===== config.mk =====
export PLATFORM = sky130hd
export DESIGN_NAME = wrm_chain
export DESIGN_NICKNAME = d
export VERILOG_FILES = /design/src/hw/rtl/wrm_pkg.sv /design/src/hw/rtl/wrm_cell.sv /design/src/hw/rtl/wrm_chain.sv
export SDC_FILE = /design/constraint.sdc
export NUM_CORES = 2
export LEC_CHECK = 0
export ABC_CLOCK_PERIOD_IN_PS = 3200
export BUFFER_PORTS_ARGS = -buffer_cell sky130_fd_sc_hd__buf_2
export CORE_MARGIN = 3
export CORE_UTILIZATION = 28
export DETAILED_ROUTE_END_ITERATION = 6
export GPL_ROUTABILITY_DRIVEN = 0
export PLACE_DENSITY = 0.44
export SETUP_SLACK_MARGIN = 0.02
export SYNTH_ARGS = -nofsm -noshare
export SYNTH_HDL_FRONTEND = slang
export SYNTH_HIERARCHICAL = 1
export SYNTH_SLANG_ARGS = --single-unit

===== constraint.sdc =====
create_clock -name clk -period 3.2 [get_ports clk]
set_input_delay 0 -clock clk [delete_from_list [all_inputs] [get_ports clk]]
set_output_delay 0 -clock clk [all_outputs]
set_load 0.01 [all_outputs]

===== src/hw/rtl/wrm_pkg.sv =====
// shared types, register indexes, mode codes and window constants
// for the window rank and mean filter; no dependencies
package wrm_pkg;

  typedef struct packed {
    logic [7:0] r;
    logic [7:0] g;
    logic [7:0] b;
  } pix_t;

  localparam int CFG_W = 12;
  localparam int IDX_W = 3;

  localparam logic [IDX_W-1:0] REG_WIDTH  = 3'd0;
  localparam logic [IDX_W-1:0] REG_HEIGHT = 3'd1;
  localparam logic [IDX_W-1:0] REG_RADIUS = 3'd2;
  localparam logic [IDX_W-1:0] REG_MODE   = 3'd3;
  localparam logic [IDX_W-1:0] REG_BORDER = 3'd4;

  localparam logic [1:0] MODE_MEAN   = 2'd0;
  localparam logic [1:0] MODE_MEDIAN = 2'd1;
  localparam logic [1:0] MODE_MAX    = 2'd2;
  localparam logic [1:0] MODE_MIN    = 2'd3;

  localparam logic OP_PIXEL         = 1'b0;
  localparam logic OP_DRAIN         = 1'b1;
  localparam logic BORDER_ZERO      = 1'b0;
  localparam logic BORDER_REPLICATE = 1'b1;

  localparam int DEF_MAX_WIDTH  = 2048;
  localparam int DEF_MAX_HEIGHT = 2048;
  localparam int DEF_MAX_RADIUS = 3;

  localparam logic [11:0] RST_WIDTH  = 12'd640;
  localparam logic [11:0] RST_HEIGHT = 12'd480;
  localparam logic [1:0]  RST_RADIUS = 2'd1;

  localparam int RESULT_CAP = 4;
  localparam int SUM_W      = 14;
  localparam int RCP_SHIFT  = 20;
  localparam int RCP_W      = 21;

  // reciprocal of the window area, rounded up, scaled by 2^20
  function automatic logic [RCP_W-1:0] win_recip(input logic [1:0] rad);
    case (rad)
      2'd0: win_recip = 21'd1048576;
      2'd1: win_recip = 21'd116509;
      2'd2: win_recip = 21'd41944;
      default: win_recip = 21'd21400;
    endcase
  endfunction

  // middle position of the sorted window
  function automatic logic [5:0] win_mid(input logic [1:0] rad);
    case (rad)
      2'd0: win_mid = 6'd0;
      2'd1: win_mid = 6'd4;
      2'd2: win_mid = 6'd12;
      default: win_mid = 6'd24;
    endcase
  endfunction

  // last position of the sorted window
  function automatic logic [5:0] win_top(input logic [1:0] rad);
    case (rad)
      2'd0: win_top = 6'd0;
      2'd1: win_top = 6'd8;
      2'd2: win_top = 6'd24;
      default: win_top = 6'd48;
    endcase
  endfunction

endpackage


===== src/hw/rtl/wrm_cell.sv =====
// one cell of the insertion sorting chain, three channels
// depends on wrm_pkg
module wrm_cell import wrm_pkg::*; #(
  parameter bit FIRST = 1'b0
) (
  input  logic       clk,
  input  logic       rst,
  input  logic       clear,
  input  logic       insert,
  input  pix_t       x,
  input  pix_t       left_val,
  input  logic [2:0] left_keep,
  input  logic       left_valid,
  output pix_t       val,
  output logic [2:0] keep,
  output logic       valid
);

  pix_t val_next;

  // keep own value when it is not above the new one
  assign keep[2] = valid && (val.r <= x.r);
  assign keep[1] = valid && (val.g <= x.g);
  assign keep[0] = valid && (val.b <= x.b);

  always_comb begin
    val_next.r = keep[2] ? val.r : ((FIRST || left_keep[2]) ? x.r : left_val.r);
    val_next.g = keep[1] ? val.g : ((FIRST || left_keep[1]) ? x.g : left_val.g);
    val_next.b = keep[0] ? val.b : ((FIRST || left_keep[0]) ? x.b : left_val.b);
  end

  always_ff @(posedge clk) begin
    if (rst || clear) begin
      valid <= 1'b0;
    end else if (insert) begin
      valid <= FIRST ? 1'b1 : left_valid;
    end
  end

  always_ff @(posedge clk) begin
    if (insert) begin
      val <= val_next;
    end
  end

endmodule


===== src/hw/rtl/wrm_chain.sv =====
// chain of sorting cells, ascending order, one insertion per cycle
// depends on wrm_pkg and wrm_cell
module wrm_chain import wrm_pkg::*; #(
  parameter int NCELL = 49
) (
  input  logic clk,
  input  logic rst,
  input  logic clear,
  input  logic insert,
  input  pix_t x,
  output pix_t vals [NCELL]
);

  logic [2:0] keeps  [NCELL];
  logic       valids [NCELL];

  for (genvar i = 0; i < NCELL; i++) begin : g_cell
    if (i == 0) begin : g_head
      wrm_cell #(.FIRST(1'b1)) u_cell (
        .clk(clk), .rst(rst), .clear(clear), .insert(insert), .x(x),
        .left_val(x), .left_keep(3'b000), .left_valid(1'b1),
        .val(vals[i]), .keep(keeps[i]), .valid(valids[i])
      );
    end else begin : g_body
      wrm_cell #(.FIRST(1'b0)) u_cell (
        .clk(clk), .rst(rst), .clear(clear), .insert(insert), .x(x),
        .left_val(vals[i-1]), .left_keep(keeps[i-1]), .left_valid(valids[i-1]),
        .val(vals[i]), .keep(keeps[i]), .valid(valids[i])
      );
    end
  end

endmodule


# Yosys cells after proc, flatten, opt, wreduce, memory -nomap -nowiden

Cells that the tools add are included.

Register bits: 1225
Word-level logic and storage cells: 929
Bits of input ports: 28

Order comparisons: 147
Muxes and demuxes: 144
Bitwise operators: 147
Reductions and logical operators: 295

Operators with widths:

| kind                           | count |
|---|---|
| 8-bit less-or-equal comparator | 147 |
| 8-bit two-way mux              | 144 |
| 2-bit AND reduction            | 147 |
| 1-bit logical AND              | 147 |
| 1-bit inverter                 | 147 |
| 1-bit logical OR               | 1 |

# Logic depth before layout (Yosys ltp)

Depth in word-level cells: 4
Gate-level depth with buffers: 8
Gate-level depth less buffers: 7

# Modules after synthesis

The synthesis kept the hierarchy.

By module, submodules not included:

| module                                  | cells each | area each (µm²) | times used |
|---|---|---|---|
| wrm_cell (g_cell[10].g_body.u_cell ...) | 144        | 1719.1          | 48 |
| wrm_cell (g_cell[0].g_head.u_cell)      | 117        | 1452.6          | 1 |
| wrm_chain                               | 2          | 7.5             | 1 |

# Worst setup path before layout

OpenSTA, ideal clock, no wires.

Kind: reg-to-reg
Start point: register g_cell[0].g_head.u_cell/val[7] in the netlist's numbering
End point: register g_cell[1].g_body.u_cell/val[0] in the netlist's numbering, data pin
Path slack: 778 ps
Setup time: 260 ps
Stages on the path, launching flop included: 8
Buffers on the path: 1
Arrival: 2162 ps
Cells stage by stage: edfxtp_1 > ha_1 > and2_4 > nor2b_4 > a2111oi_2 > a21o_1 > clkbuf_1 > mux2_2

RTL lines:

| what                   | RTL line       | source |
|---|---|---|
| start, declared        | wrm_cell.sv:14 | `output pix_t val,` |
| start signal, assigned | wrm_cell.sv:42 | `val <= val_next;` |
| end signal, assigned   | wrm_cell.sv:42 |  |
| end, declared          | wrm_cell.sv:14 |  |

==> results.py <==
metrics = {
    "sta": {
        "finalHoldViolCount": 0,
        "layout_worst_path_cycle_share": 0.914,
        "max-slew-margin-rel": 0.172,
        "fmaxAchievable_mhz": 342,
        "setup_viol": 0,
        "slew_violations": 0,
        "finalSetupTns_ns": 0,
        "worst_pin_slew_ns": 1.23,
        "skew_ns": 0.0546,
        "post-route-min-period_ns": 2.93,
        "rsz0062_at_grt": "no",
    },
    "outcome": {
        "status": "finished clean",
    },
    "worst_setup_path": {
        "r2r-start": "g_cell[24].g_body.u_cell/valid$_SDFFE_PP0P_",
        "worstSetupStartpointType": "flop",
        "worst-path-max-fanout": 8,
        "worstRegToRegCells": 5,
        "timing.critical_path.to_type": "flop",
        "worst-endpoint-arrival_ns": 3.48,
        "cp.required_ns": 3.76,
        "regToRegEndpoint": "g_cell[25].g_body.u_cell/val[1]$_DFFE_PP_",
        "timing_worst_setup_path_type": "reg -> reg",
        "r2r_slack_ns": 0.27,
    },
    "pwr": {
        "switchingPower_mw": 13.2,
        "power.density_nw_per_um2": 446,
        "p_sw_frac": 0.287,
        "power.leakage_nw": 45.5,
        "power.share.combinational": 0.159,
        "irDropWorstVdd_mv": 0.445,
        "p_int_mw": 32.8,
        "p_clk_frac": 0.412,
        "seq_pwr_share": 0.429,
    },
    "synth": {
        "postSynthAreaPerCell_um2": 11.9,
        "syn-cell-area_um2": 84000,
        "syn-num-nets": 8230,
        "gate_count_post_synth": 7026,
        "synth_warnings": 6,
    },
    "detailed_routing": {
        "postRouteAntennaNets": 0,
        "routed-via-count": 63489,
        "vias_per_cell": 5.01,
        "wire_per_inst_um": 28.1,
        "detail_route.drc_violations": 0,
        "count_of_tritonroute_iterations_in_the_first_routing_pass": 6,
        "wl_mm": 356,
        "drt_iter0_drc": 4069,
    },
    "placed_design": {
        "port-buffer-count": 1203,
        "hpwlAfterDp_mm": 280,
        "placedCellCount": 12342,
    },
    "worst_hold_path": {
        "hold_end": "g_cell[0].g_head.u_cell/val[5]$_DFFE_PP_",
        "timing.hold.worst_path_depth": 3,
        "hold_path.startpoint": "x[5]",
        "hold_class": "in -> reg",
    },
    "clocking": {
        "postCtsHoldBufs": 28,
        "htree_levels": 4,
        "clockRootBuffer": "clkbuf_16",
        "cts_setup_buffers": 0,
        "cts_tree": "done",
        "clk_path_buf_depth": 4,
        "postCtsResizedCells": 0,
        "tritoncts.num_buffers": 166,
        "worst_skew_pair.late_latency_ns": 0.86,
        "cts.clk_slew.worst_paths_ns": 0.06,
        "tritoncts_num_sinks": 1225,
    },
    "global_routing": {
        "first_global_vias": 65042,
        "first_pass_grt_wire_length_mm": 498,
        "grtUsageTotal": 0.224,
        "grt_overflow": 0,
        "grt_antenna_before_repair": 9,
        "grt_start_max_net_pins": 47,
    },
    "floorplanning": {
        "die_height_um": 554,
        "fp.dieArea_um2": 306000,
        "core_um2": 298000,
        "die_x_um": 554,
        "ios": 1204,
        "rows": 200,
        "floorplan.initialDensity": 0.282,
    },
    "cells_and_area": {
        "mostFrequentLayoutCell": "inv_1",
        "post_route_cells_drive_above_1_share": 0.357,
        "area.growth.synth_to_final_pct": 22.8,
        "finalNonFillerCells": 12676,
        "final_nets": 9803,
        "final_util": 0.347,
        "most-common-layout-cells": "inv_1 (1,274), buf_2 (1,178), ha_1 (1,176), edfxtp_1 (1,176), mux2_2 (1,152)",
    },
    "run": {
        "max_cap_viol_count": 0,
    },
}
-- worst max-delay path, stage by stage, from the launching register on --
cell	delay, ns
dfxtp_1	0.50
inv_1	0.35
a211oi_1	0.25
o21ai_0	0.15
o21ai_0	0.94
mux2_2	0.43
-- sequential cells by signal (all words and copies together), names as in the netlist --
name and count:
g_cell.g_body.u_cell/val 1152, g_cell.g_body.u_cell/valid 48, g_cell.g_head.u_cell/val 24, g_cell.g_head.u_cell/valid 1
-- layout make-up --
cell class	instances	area, um^2
inverters	1274	4780
clock buffers	209	4490
repair buffers	1549	9390
flip-flops and latches	1225	36300
clock inverters	93	906
fillers	29636	194000
multi-input cells	4383	42300
well taps	3939	4930
diodes	4	10.0
-- worst max-delay path by stage --
stage                                                           start                                         end  slack [ns]  depth (start not counted)
final                     g_cell[24].g_body.u_cell/valid$_SDFFE_PP0P_   g_cell[25].g_body.u_cell/val[1]$_DFFE_PP_        0.27                          5
after global routing      g_cell[24].g_body.u_cell/valid$_SDFFE_PP0P_  g_cell[25].g_body.u_cell/val[12]$_DFFE_PP_        0.09                          5
after detailed placement                                         x[7]   g_cell[28].g_body.u_cell/val[2]$_DFFE_PP_        0.07                          8
after floorplan              g_cell[0].g_head.u_cell/val[7]$_DFFE_PP_    g_cell[1].g_body.u_cell/val[0]$_DFFE_PP_        0.78                          7
after CTS                   g_cell[29].g_body.u_cell/val[9]$_DFFE_PP_   g_cell[30].g_body.u_cell/val[9]$_DFFE_PP_        0.20                          6
after global placement                                           x[7]   g_cell[11].g_body.u_cell/val[3]$_DFFE_PP_        0.11                          8
-- power by group through the flow --
stage               combinational [mW]  sequential [mW]  clock [mW]
floorplan                         3.63             19.8           0
global placement                  7.06             20.1           0
detailed placement                7.30             20.1           0
CTS                               7.37             19.8        19.6
global route                      8.09             19.8        20.1
finish                            7.32             19.7        18.9
-- stage by stage --
stage / area, um^2 / power (mW) / setup WS (ns) / hold WS (ns)
final: 103000 / 46.0 / 0.275 / 0.372
after global routing: 103000 / 48.0 / 0.0853 / 0.323
after CTS: 103000 / 46.7 / 0.202 / 0.278
after detailed placement: 97400 / 27.4 / 0.0665 / 0.450
after global placement: 97400 / 27.1 / 0.114 / 0.453
after floorplan: 84000 / 23.5 / 0.778 / 0.0728
-- metal layers --
layer,up-vias,track usage,part of all wire
met3,492,0.0650,0.082
li1,29026,-,-
met5,-,0,0
met4,0,0.0957,0.048
met2,1982,0.384,0.48
met1,31989,0.260,0.39
No activity file was read; power rests on OpenSTA's default activity.
